==> src/hdl/gerenc_pkg.sv <==
`timescale 1ns / 1ps
// ----------------------------------------------------------------------------
// gerenc_pkg: shared types and constants of the gamepad report encoder
// Item kinds, register indexes, report characters and the command word that
// the front end hands to the back end through the command queue.
// ----------------------------------------------------------------------------
package gerenc_pkg;

  // Sizes
  localparam int BUFFER_DEPTH_DEF = 20;
  localparam int CMD_FIFO_DEPTH   = 2;   // power of two
  localparam int THR_W            = 12;
  localparam int SAMPLE_W         = 12;
  localparam int MASK_W           = 6;
  localparam int OP_W             = 2;
  localparam int CHAR_W           = 8;
  localparam int CODE_W           = 4;
  localparam int BTN_W            = 5;   // buffered button bits per port
  localparam int CFG_IDX_W        = 2;
  localparam int S_TDATA_W        = 32;  // 30 payload bits, zero padded
  localparam int M_TDATA_W        = 8;

  // Register reset values
  localparam logic [THR_W-1:0] HIGH_THR_RST = 12'd2400;
  localparam logic [THR_W-1:0] LOW_THR_RST  = 12'd1700;

  // Register indexes
  localparam logic [CFG_IDX_W-1:0] REG_HIGH_THR = 2'd0;
  localparam logic [CFG_IDX_W-1:0] REG_LOW_THR  = 2'd1;

  // Item kinds
  localparam logic [OP_W-1:0] OP_TICK   = 2'd0;
  localparam logic [OP_W-1:0] OP_PORT_A = 2'd1;
  localparam logic [OP_W-1:0] OP_PORT_B = 2'd2;

  // Report characters
  localparam logic [CHAR_W-1:0] CH_RIGHT  = 8'h52; // R
  localparam logic [CHAR_W-1:0] CH_LEFT   = 8'h4C; // L
  localparam logic [CHAR_W-1:0] CH_UP     = 8'h55; // U
  localparam logic [CHAR_W-1:0] CH_DOWN   = 8'h4E; // N
  localparam logic [CHAR_W-1:0] CH_SELECT = 8'h23; // #
  localparam logic [CHAR_W-1:0] CH_NONE   = 8'h00;

  // Port B symbols follow the five port A symbols
  localparam logic [CODE_W-1:0] PORT_B_BASE = 4'd5;

  // Command word from front end to back end
  typedef struct packed {
    logic              is_tick;
    logic              x_emit;
    logic [CHAR_W-1:0] x_char;
    logic              y_emit;
    logic [CHAR_W-1:0] y_char;
    logic [BTN_W-1:0]  btn_mask;
    logic              is_port_b;
    logic              sel;
  } cmd_t;

  // Symbol code to report character
  function automatic logic [CHAR_W-1:0] code_char(input logic [CODE_W-1:0] code);
    logic [CHAR_W-1:0] ch;
    case (code)
      4'd0:    ch = 8'h3C; // <
      4'd1:    ch = 8'h3E; // >
      4'd2:    ch = 8'h5E; // ^
      4'd3:    ch = 8'h76; // v
      4'd4:    ch = 8'h2A; // *
      4'd5:    ch = 8'h41; // A
      4'd6:    ch = 8'h42; // B
      4'd7:    ch = 8'h43; // C
      4'd8:    ch = 8'h44; // D
      4'd9:    ch = 8'h45; // E
      default: ch = CH_NONE;
    endcase
    return ch;
  endfunction

endpackage

==> src/hdl/gerenc_front.sv <==
`timescale 1ns / 1ps
// ----------------------------------------------------------------------------
// gerenc_front: input classifier
// Holds the axis thresholds, decodes each input transfer into a command word
// and pushes it into the command queue. Unused item kinds are dropped.
// ----------------------------------------------------------------------------
module gerenc_front (
  input  logic                                clk,
  input  logic                                rst,
  input  logic                                cfg_we,
  input  logic [gerenc_pkg::CFG_IDX_W-1:0]    cfg_index,
  input  logic [gerenc_pkg::THR_W-1:0]        cfg_wdata,
  input  logic                                s_tvalid,
  output logic                                s_tready,
  input  logic [gerenc_pkg::S_TDATA_W-1:0]    s_tdata,
  input  logic [gerenc_pkg::OP_W-1:0]         s_tuser,
  input  logic                                q_full,
  output logic                                q_push,
  output gerenc_pkg::cmd_t                    q_cmd
);
  import gerenc_pkg::*;

  logic [THR_W-1:0]    high_thr;
  logic [THR_W-1:0]    low_thr;
  logic [MASK_W-1:0]   edge_mask;
  logic [SAMPLE_W-1:0] x_sample;
  logic [SAMPLE_W-1:0] y_sample;

  // Threshold registers
  always_ff @(posedge clk) begin
    if (rst) begin
      high_thr <= HIGH_THR_RST;
      low_thr  <= LOW_THR_RST;
    end else if (cfg_we) begin
      case (cfg_index)
        REG_HIGH_THR: high_thr <= cfg_wdata;
        REG_LOW_THR:  low_thr  <= cfg_wdata;
        default:      ;
      endcase
    end
  end

  assign edge_mask = s_tdata[MASK_W-1:0];
  assign x_sample  = s_tdata[MASK_W +: SAMPLE_W];
  assign y_sample  = s_tdata[MASK_W+SAMPLE_W +: SAMPLE_W];

  // Classify: axis tests here, buffer work in the back end
  always_comb begin
    q_cmd           = '0;
    q_cmd.is_tick   = (s_tuser == OP_TICK);
    q_cmd.is_port_b = (s_tuser == OP_PORT_B);
    q_cmd.btn_mask  = edge_mask[BTN_W-1:0];
    q_cmd.sel       = (s_tuser == OP_PORT_B) && edge_mask[BTN_W];
    if (x_sample > high_thr) begin
      q_cmd.x_emit = 1'b1;
      q_cmd.x_char = CH_RIGHT;
    end else if (x_sample < low_thr) begin
      q_cmd.x_emit = 1'b1;
      q_cmd.x_char = CH_LEFT;
    end
    if (y_sample > high_thr) begin
      q_cmd.y_emit = 1'b1;
      q_cmd.y_char = CH_UP;
    end else if (y_sample < low_thr) begin
      q_cmd.y_emit = 1'b1;
      q_cmd.y_char = CH_DOWN;
    end
  end

  assign s_tready = !q_full;
  assign q_push   = s_tvalid && !q_full &&
                    (s_tuser == OP_TICK || s_tuser == OP_PORT_A || s_tuser == OP_PORT_B);

endmodule

==> src/hdl/gerenc_cmd_fifo.sv <==
`timescale 1ns / 1ps
// ----------------------------------------------------------------------------
// gerenc_cmd_fifo: command queue
// Short register queue of command words between front end and back end.
// ----------------------------------------------------------------------------
module gerenc_cmd_fifo #(
  parameter int DEPTH = gerenc_pkg::CMD_FIFO_DEPTH
) (
  input  logic              clk,
  input  logic              rst,
  input  logic              push,
  input  gerenc_pkg::cmd_t  push_cmd,
  output logic              full,
  input  logic              pop,
  output logic              valid,
  output gerenc_pkg::cmd_t  pop_cmd
);
  import gerenc_pkg::*;

  localparam int PW = (DEPTH > 1) ? $clog2(DEPTH) : 1;
  localparam int LW = $clog2(DEPTH + 1);

  cmd_t          slots [DEPTH];
  logic [PW-1:0] wr_ptr;
  logic [PW-1:0] rd_ptr;
  logic [LW-1:0] level;

  assign full    = (level == LW'(DEPTH));
  assign valid   = (level != '0);
  assign pop_cmd = slots[rd_ptr];

  // Storage
  always_ff @(posedge clk) begin
    if (push && !full) slots[wr_ptr] <= push_cmd;
  end

  // Pointers and fill level
  always_ff @(posedge clk) begin
    if (rst) begin
      wr_ptr <= '0;
      rd_ptr <= '0;
      level  <= '0;
    end else begin
      if (push && !full) wr_ptr <= (wr_ptr == PW'(DEPTH - 1)) ? '0 : wr_ptr + PW'(1);
      if (pop && valid)  rd_ptr <= (rd_ptr == PW'(DEPTH - 1)) ? '0 : rd_ptr + PW'(1);
      case ({push && !full, pop && valid})
        2'b10:   level <= level + LW'(1);
        2'b01:   level <= level - LW'(1);
        default: ;
      endcase
    end
  end

endmodule

==> src/hdl/gerenc_back.sv <==
`timescale 1ns / 1ps
// ----------------------------------------------------------------------------
// gerenc_back: command executor
// Stores button symbols in the symbol memory one per cycle, sends '#' for a select
// press, and on a tick sends the axis characters and then drains the memory into
// the output register, one character per cycle while the output is not stalled.
// ----------------------------------------------------------------------------
module gerenc_back #(
  parameter int BUFFER_DEPTH = gerenc_pkg::BUFFER_DEPTH_DEF
) (
  input  logic                              clk,
  input  logic                              rst,
  input  logic                              q_valid,
  input  gerenc_pkg::cmd_t                  q_cmd,
  output logic                              q_pop,
  output logic                              m_tvalid,
  input  logic                              m_tready,
  output logic [gerenc_pkg::M_TDATA_W-1:0]  m_tdata,
  output logic                              m_tlast
);
  import gerenc_pkg::*;

  localparam int AW = (BUFFER_DEPTH > 1) ? $clog2(BUFFER_DEPTH) : 1;
  localparam int CW = $clog2(BUFFER_DEPTH + 1);

  typedef enum logic [2:0] {S_IDLE, S_TICK, S_DRAIN, S_PUSH, S_SEL} state_t;

  state_t            state;
  logic              x_pend;
  logic [CHAR_W-1:0] x_char;
  logic              y_pend;
  logic [CHAR_W-1:0] y_char;
  logic [BTN_W-1:0]  btn_mask;
  logic              is_port_b;
  logic              sel;
  logic [CW-1:0]     count;
  logic [AW-1:0]     idx;
  logic [AW-1:0]     idx_next;

  logic [CODE_W-1:0] sym_mem [BUFFER_DEPTH];
  logic [CODE_W-1:0] rd_data;
  logic [CODE_W-1:0] wr_code;
  logic              mem_we;

  logic              slot_free;
  logic              out_load;
  logic              last_now;
  logic [2:0]        bit_sel;
  logic [BTN_W-1:0]  mask_clr;

  assign slot_free = !m_tvalid || m_tready;
  assign q_pop     = (state == S_IDLE) && q_valid;
  assign last_now  = (CW'(idx) + CW'(1) == count);

  // Output register takes a new character this cycle
  assign out_load  = slot_free && ((state == S_TICK && (x_pend || y_pend)) ||
                                   state == S_DRAIN || state == S_SEL);

  // Lowest pending button bit
  always_comb begin
    bit_sel = '0;
    for (int i = BTN_W - 1; i >= 0; i--) begin
      if (btn_mask[i]) bit_sel = 3'(i);
    end
    mask_clr = btn_mask & ~(BTN_W'(1) << bit_sel);
  end

  assign wr_code = is_port_b ? PORT_B_BASE + CODE_W'(bit_sel) : CODE_W'(bit_sel);
  assign mem_we  = (state == S_PUSH) && (count < CW'(BUFFER_DEPTH));

  // Drain index; the read runs one entry ahead of the output register
  always_comb begin
    idx_next = idx;
    if (state == S_DRAIN && slot_free) idx_next = last_now ? '0 : idx + AW'(1);
  end

  // Symbol memory
  always_ff @(posedge clk) begin
    if (mem_we) sym_mem[count[AW-1:0]] <= wr_code;
    rd_data <= sym_mem[idx_next];
  end

  // Sequencer and output register
  always_ff @(posedge clk) begin
    if (rst) begin
      state    <= S_IDLE;
      count    <= '0;
      idx      <= '0;
      m_tvalid <= 1'b0;
    end else begin
      if (out_load) m_tvalid <= 1'b1;
      else if (m_tready) m_tvalid <= 1'b0;
      idx <= idx_next;
      case (state)
        S_IDLE: begin
          if (q_valid) begin
            x_pend    <= q_cmd.x_emit;
            x_char    <= q_cmd.x_char;
            y_pend    <= q_cmd.y_emit;
            y_char    <= q_cmd.y_char;
            btn_mask  <= q_cmd.btn_mask;
            is_port_b <= q_cmd.is_port_b;
            sel       <= q_cmd.sel;
            if (q_cmd.is_tick)             state <= S_TICK;
            else if (q_cmd.btn_mask != '0) state <= S_PUSH;
            else if (q_cmd.sel)            state <= S_SEL;
          end
        end
        S_TICK: begin
          if (x_pend) begin
            if (slot_free) begin
              m_tdata  <= x_char;
              m_tlast  <= !y_pend && (count == '0);
              x_pend   <= 1'b0;
              if (!y_pend) state <= (count == '0) ? S_IDLE : S_DRAIN;
            end
          end else if (y_pend) begin
            if (slot_free) begin
              m_tdata  <= y_char;
              m_tlast  <= (count == '0);
              y_pend   <= 1'b0;
              state    <= (count == '0) ? S_IDLE : S_DRAIN;
            end
          end else begin
            state <= (count == '0) ? S_IDLE : S_DRAIN;
          end
        end
        S_DRAIN: begin
          if (slot_free) begin
            m_tdata  <= code_char(rd_data);
            m_tlast  <= last_now;
            if (last_now) begin
              count <= '0;
              state <= S_IDLE;
            end
          end
        end
        S_PUSH: begin
          // full buffer: press dropped
          if (count < CW'(BUFFER_DEPTH)) count <= count + CW'(1);
          btn_mask <= mask_clr;
          if (mask_clr == '0) state <= sel ? S_SEL : S_IDLE;
        end
        S_SEL: begin
          if (slot_free) begin
            m_tdata  <= CH_SELECT;
            m_tlast  <= 1'b1;
            state    <= S_IDLE;
          end
        end
        default: state <= S_IDLE;
      endcase
    end
  end

  // Checks
  a_count_bound: assert property (@(posedge clk) disable iff (rst)
    count <= CW'(BUFFER_DEPTH))
    else $error("symbol count above buffer depth");

  a_drain_in_range: assert property (@(posedge clk) disable iff (rst)
    state == S_DRAIN |-> CW'(idx) < count)
    else $error("drain index beyond stored symbols");

  a_drain_empties: assert property (@(posedge clk) disable iff (rst)
    (state == S_DRAIN && slot_free && last_now) |=> (count == '0 && idx == '0))
    else $error("buffer not emptied after final symbol");

  a_push_has_work: assert property (@(posedge clk) disable iff (rst)
    state == S_PUSH |-> btn_mask != '0)
    else $error("store step with no pending button");

endmodule

==> src/hdl/gamepad_event_report_encoder_unit.sv <==
`timescale 1ns / 1ps
// ----------------------------------------------------------------------------
// gamepad_event_report_encoder_unit: gamepad event report encoder
// Button edges fill a symbol buffer; a tick sends axis characters and the
// buffered symbols as a character stream, the last one marked by tlast.
// ----------------------------------------------------------------------------
// A tick's first character passes through the command queue, the executor's
// state register and the output register; '#' for select follows the storing
// of the set button bits. The executor takes one item at a time: a tick sends
// its characters in turn, and a button item stores one symbol per set bit.
// Reset: thresholds return to 2400 and 1700, buffer count and queue clear;
// symbol memory contents are not cleared (count gates every read).
module gamepad_event_report_encoder_unit #(
  parameter int BUFFER_DEPTH = gerenc_pkg::BUFFER_DEPTH_DEF
) (
  input  logic                                clk,
  input  logic                                rst,
  input  logic                                cfg_we,
  input  logic [gerenc_pkg::CFG_IDX_W-1:0]    cfg_index,
  input  logic [gerenc_pkg::THR_W-1:0]        cfg_wdata,
  input  logic                                s_tvalid,
  output logic                                s_tready,
  // edge_mask[5:0], x_sample[17:6], y_sample[29:18], zero[31:30]
  input  logic [gerenc_pkg::S_TDATA_W-1:0]    s_tdata,
  // op[1:0]
  input  logic [gerenc_pkg::OP_W-1:0]         s_tuser,
  output logic                                m_tvalid,
  input  logic                                m_tready,
  // report_byte[7:0]
  output logic [gerenc_pkg::M_TDATA_W-1:0]    m_tdata,
  output logic                                m_tlast
);
  import gerenc_pkg::*;

  logic q_full;
  logic q_push;
  cmd_t q_in;
  logic q_pop;
  logic q_valid;
  cmd_t q_out;

  gerenc_front u_front (
    .clk       (clk),
    .rst       (rst),
    .cfg_we    (cfg_we),
    .cfg_index (cfg_index),
    .cfg_wdata (cfg_wdata),
    .s_tvalid  (s_tvalid),
    .s_tready  (s_tready),
    .s_tdata   (s_tdata),
    .s_tuser   (s_tuser),
    .q_full    (q_full),
    .q_push    (q_push),
    .q_cmd     (q_in)
  );

  gerenc_cmd_fifo #(
    .DEPTH (CMD_FIFO_DEPTH)
  ) u_queue (
    .clk      (clk),
    .rst      (rst),
    .push     (q_push),
    .push_cmd (q_in),
    .full     (q_full),
    .pop      (q_pop),
    .valid    (q_valid),
    .pop_cmd  (q_out)
  );

  gerenc_back #(
    .BUFFER_DEPTH (BUFFER_DEPTH)
  ) u_back (
    .clk      (clk),
    .rst      (rst),
    .q_valid  (q_valid),
    .q_cmd    (q_out),
    .q_pop    (q_pop),
    .m_tvalid (m_tvalid),
    .m_tready (m_tready),
    .m_tdata  (m_tdata),
    .m_tlast  (m_tlast)
  );

endmodule
==> config.mk <==
export PLATFORM = sky130hd
export DESIGN_NAME = gamepad_event_report_encoder_unit
export DESIGN_NICKNAME = d
export VERILOG_FILES = /design/src/hdl/gerenc_pkg.sv /design/src/hdl/gerenc_front.sv /design/src/hdl/gerenc_cmd_fifo.sv /design/src/hdl/gerenc_back.sv /design/src/hdl/gamepad_event_report_encoder_unit.sv
export SDC_FILE = /design/constraint.sdc
export NUM_CORES = 1
export LEC_CHECK = 0
export ABC_AREA = 0
export BUFFER_PORTS_ARGS = -buffer_cell sky130_fd_sc_hd__buf_2
export CAP_MARGIN = 20
export CORE_MARGIN = 2
export CORE_UTILIZATION = 60
export DETAILED_ROUTE_END_ITERATION = 12
export GPL_ROUTABILITY_DRIVEN = 0
export PLACE_DENSITY = 0.86
export SKIP_CTS_REPAIR_TIMING = 1
export SYNTH_ARGS = -nofsm -noshare
export SYNTH_HDL_FRONTEND = slang
export SYNTH_HIERARCHICAL = 1
export SYNTH_SLANG_ARGS = --single-unit
==> constraint.sdc <==
create_clock -name clk -period 7.3 [get_ports clk]
set_clock_uncertainty 0.15 [all_clocks]
set_input_delay 0.365 -clock clk [delete_from_list [all_inputs] [get_ports clk]]
set_output_delay 0.365 -clock clk [all_outputs]
set_load 0.01 [all_outputs]
* Word level (Yosys, flattened, before mapping) *
Memories as Yosys holds them, arrays and structs flattened. A register that Yosys moved wholly into a read port is not among the register bits.
Cells that the tools add are included.

storage, ports and cells
  bits in registers = 76
  bits in latches = 0
  memory bits (writable) = 132
  ROM bits = 112
  input bits = 53
  logic and storage cells = 169
  memories = 3

memories
  name             words  width  rd ports  clocked after memory_dff  write ports  RTL line               text
  (no name shown)  16     7      1         0                         0            gerenc_pkg.sv:62       case (code)
  u_back.sym_mem   20     4      1         1                         1            gerenc_back.sv:40      logic [CODE_W-1:0] sym_mem [BUFFER_DEPTH];
  u_queue.slots    2      26     1         1                         1            gerenc_cmd_fifo.sv:23  cmd_t slots [DEPTH];

cells by class
  add/subtract/negate cells = 7
  multipliers = 0
  div/mod/pow operators = 0
  magnitude comparators = 5
  equality and inequality tests = 23
  shift-type cells = 1
  multiplexer cells = 67
  bitwise gates (word level) = 3
  reduce and logical (&&, ||, !) cells = 42

operators by type and width
  cell                                                    count
  two-way mux 3 bit                                       19
  two-way mux 8 bit                                       6
  two-way mux 9 bit                                       4
  two-way mux 5 bit                                       6
  > comparator 12 bit                                     2
  < comparator 12 bit                                     2
  case mux 8 bit (3 select lines)                         1
  two-way mux 1 bit                                       22
  case mux 5 bit (2 select lines)                         2
  case mux 3 bit (5 select lines)                         1
  nonzero test 2 bit                                      6
  logical AND 1 bit                                       11
  adder 5 x 1 -> 5 bit (second input constant)            2
  zero test 5 bit                                         2
  inequality test 3 bit (second input constant)           3
  AND reduction 3 bit                                     3
  AND reduction 9 bit                                     1
  inequality test 2 x 1 -> 1 bit (second input constant)  4
  AND reduction 4 bit                                     2
  AND reduction 7 bit                                     1
  == test 2 x 1 -> 1 bit (second input constant)          3
  == test 2 bit (second input constant)                   3
  == test 3 x 2 -> 1 bit (second input constant)          2
  logical OR 1 bit                                        6
  26 further kinds                                        34

* Depth between registers and ports, before layout *
  word-level depth = 11
  mapped depth = 11
  gate-level depth less buffers = 10

* Cells and area by module *
Netlist, hierarchy kept.

by module, submodules not included
  module           times used  cells an instance  area each (um^2)  sequential area each (um^2)
  gerenc_back      1           487                6119.6            3783.6
  gerenc_front     1           266                2110.8            480.5
  gerenc_cmd_fifo  1           107                2095.8            1661.6

* Worst setup path after synthesis *
No wires, ideal clock.

  path kind = reg2reg
  start point = register u_back.idx[1]
  end point = register u_back.rd_data[0], read port of u_back.sym_mem
  setup time = 0.120 ns
  arrival time = 2.718 ns
  required time = 7.030 ns
  slack = 4.313 ns
  stages on the path, launching flop included = 11
  path through = dfxtp_1 > ha_1 > buf_2 > nand3_1 > or3_4 > a211oi_4 > o21a_1 > buf_2 > mux4_2 > and2_1 > a211o_1

between the ends
  longest elaborated chain between the ends = 4

ends and longest elaborated chain
  what                    RTL line                              text
  start, declared         gerenc_back.sv:37                     logic [AW-1:0] idx;
  start signal, assigned  gerenc_back.sv:93                     idx <= idx_next;
  adder 5 x 1 -> 5 bit    gerenc_back.sv:53, gerenc_back.sv:74
  == test 5 bit           gerenc_back.sv:53                     assign last_now = (CW'(idx) + CW'(1) == count);
  two-way mux 5 bit       gerenc_back.sv:74                     if (state == S_DRAIN && slot_free) idx_next = last_now ? '0 : idx + AW'(1);
  two-way mux 5 bit *     gerenc_back.sv:74
  end, declared           gerenc_back.sv:41                     logic [CODE_W-1:0] rd_data;

Every way passes the cells marked *; elsewhere a longest branch is shown, timed or not.
A chain may end at the register's enable or synchronous reset.

* Worst setup path after layout *
  start point = register u_back.idx[0]
  end point = register u_back.rd_data[2], read port of u_back.sym_mem

Same word-level chain as after synthesis.

==> results.cfg <==
[routing]
vias = 6886
post_drt_wl_per_cell_um = 18.5
route.detailed.drc = 0
first_iter_violations = 564
viasPerCell = 5.93
antenna_left = 0
wl_um = 21500
drtPass1Iterations = 5

[synthesis]
syn_avg_cell_area_sq_um = 12.0
ys_types = 73
syn_area_sq_um = 10300
synth_edf_count = 166
synth_seq_cells = 213
yosysWarningCount = 6
async_reset_ff_frac = 0
dominantRegCellSynth = edfxtp_1
ys_seq_area_frac = 0.574
synthCells = 860

[global_routing]
antenna_found_initial = 0
grt_max_degree = 45
track_usage = 0.233
grt_pass1_wl_um = 33200
grt.overflow.total = 0
grt_pass1_vias = 6635

[sta]
rsz0062_at_grt = no
period_share = 0.554
final_max_slew_viol_count = 0
setup_viol = 0
finalHoldViolCount = 0
timing.fmax_ghz = 0.247
fin_crit_ns = 4.04
tightestPinTransition_ns = 1.09
setup_tns_ns = 0
max-slew-margin-rel = 0.272

[critical_path]
critPathCaptureType = flop
crit_fanout = 13
critical_path_arrival_ns = 4.29
crit_required_ns = 7.54
critical_path_class = flop to flop
cp-start-kind = flop
reg2reg_setup_slack_ns = 3.26

[power]
combPwrFrac = 0.229
swShare = 0.292
p_sw_mw = 1.06
ir_worst_vdd_mv = 0.262
p_int_mw = 2.56
powerDensity_nw_per_um2 = 311
leakage_nw = 4.35
seqPwrFrac = 0.449
clkPwrFrac = 0.322

[floorplan]
pin_count = 64
initial_core_util = 0.618
die_h_um = 135
die_width_um = 135
core-area_sq_um = 16700
core.rowCount = 47
die_area_sq_um = 18300

[final_layout]
post-route-util = 0.696
area_growth_pct = 12.6
drive_above_1_share = 0.163
layout_commonest_cell = edfxtp_1
layout.nets = 1035
layout_common_cells = edfxtp_1 (166), nand2_1 (84), nor2_1 (69)
fill_cells = 1107
antenna_cells = 0

[clocking]
clockRootBuffer = clkbuf_16
clkSlewWorstSetupHoldPaths_ns = 0.06
clock-sinks = 213
clk_latency_ns = 0.51
clock_path_buffers = 3
htree_levels = 1
cts_buffers = 22
cts_tree = yes

[run]
max_cap_viol_count = 0

[placement]
portBuffers = 61
dpl.hpwl_um = 14800

[hold_path]
hold_path_class = input port to flop

[run_status]
status = complete, no violations
[registers in the layout, indices dropped and copies added (netlist names), 3 cells and up, named ones only]
| signal | flops |
|---|---|
| u_back/idx | 5 |
| u_back/m_tdata | 8 |
| u_back/x_char | 8 |
| u_back/rd_data | 4 |
| u_queue/slots | 52 |
| u_front/high_thr | 12 |
| u_back/sym_mem | 80 |
| u_front/low_thr | 12 |
| u_back/y_char | 8 |
| u_back/btn_mask | 5 |
| u_back/count | 5 |
| u_back/state | 3 |
[metrics by stage]
| stage | std cells | area (sq um) | hold WS (ns) | worst slack (ns) | power [mW] |
|---|---|---|---|---|---|
| after detailed placement | 1104 | 10700 | 0.297 | 3.26 | 2.45 |
| after global placement | 1103 | 10700 | 0.293 | 3.37 | 2.40 |
| after floorplan | 864 | 10300 | 0.284 | 4.31 | 2.22 |
| after CTS | 1144 | 11500 | -0.102 | 3.22 | 3.62 |
| final | 1162 | 11600 | 0.0482 | 3.26 | 3.62 |
| after global routing | 1162 | 11600 | 0.0430 | 3.00 | 3.78 |
[power groups by stage]
stage	Combinational (mW)	Clock, mW	Sequential [mW]
after floorplan	0.613	0	1.60
after global placement	0.763	0	1.64
after detailed placement	0.803	0	1.65
after CTS	0.815	1.18	1.62
after global routing	0.915	1.23	1.64
final	0.830	1.17	1.62
[synthesized netlist by cell type (10+ instances only)]
| cell | n | share of area |
|---|---|---|
| mux2_2 | 27 | 0.029 |
| nand2_1 | 84 | 0.031 |
| nor2_1 | 69 | 0.025 |
| buf_2 | 11 | 0.0053 |
| clkbuf_1 | 10 | 0.0036 |
| ha_1 | 56 | 0.068 |
| a21oi_1 | 59 | 0.029 |
| edfxtp_1 | 166 | 0.48 |
| nor3_1 | 11 | 0.0053 |
| inv_1 | 38 | 0.014 |
| mux2i_1 | 29 | 0.028 |
| a211o_1 | 13 | 0.011 |
| nand3_1 | 10 | 0.0048 |
| nand2b_1 | 13 | 0.0079 |
| o21ai_0 | 38 | 0.018 |
| mux2_1 | 14 | 0.015 |
| buf_4 | 22 | 0.016 |
| dfxtp_1 | 47 | 0.091 |
| xnor2_1 | 10 | 0.0085 |
[cells by family (layout without fill, tap and decap cells)]
logic type | Yosys count | after routing | share of synthesized area
mux | 75 | 75 | 0.0830
simple gates | 245 | 245 | 0.115
buf+inv | 88 | 166 | 0.0436
other cells | 1 | 5 | 0.000363
fa+ha+maj | 56 | 56 | 0.0679
compound gates | 165 | 165 | 0.102
flops | 213 | 213 | 0.574
xor+xnor | 17 | 17 | 0.0144
[cell type report]
type,instances,area (sq um),area share
clock inverter,8,118,0.0101
clock buffer,32,649,0.0558
sequential,213,5930,0.510
tap,220,275,0.0237
timing repair buffer,87,544,0.0468
inverter,39,146,0.0126
multi-input combinational,563,3970,0.341
[worst max-delay path, stage by stage (launching register included)]
cell and delay, ns:
dfxtp_1 0.56, ha_1 0.39, nand3_1 0.18, or3_4 0.43
a211oi_4 0.58, o21a_1 0.62, mux4_2 0.59, and2_1 0.18
a211o_1 0.26
[path summary, 6_finish.rpt]
| path | start | to | depth (start not counted) |
|---|---|---|---|
| worst min register to register | u_front/high_thr[4] | u_front/high_thr[4] | 2 |
| worst max register to register | u_back/idx[0] | u_back/rd_data[2] | 8 |
| worst max-delay path | u_back/idx[0] | u_back/rd_data[2] | 8 |
| worst min-delay path | m_tready | u_back/m_tvalid | 3 |
[per-layer routing]
metal  part of all wire  track usage  routed length (um)  up-vias
li1                   -            -                   -     3260
met1               0.41        0.294                8800     3308
met2               0.50        0.410               10800      271
met3              0.061       0.0363                1300       47
met4              0.029       0.0822                 633        0
met5                  0            0                   0        -
Note: power is estimated with default switching activity, not from simulation.
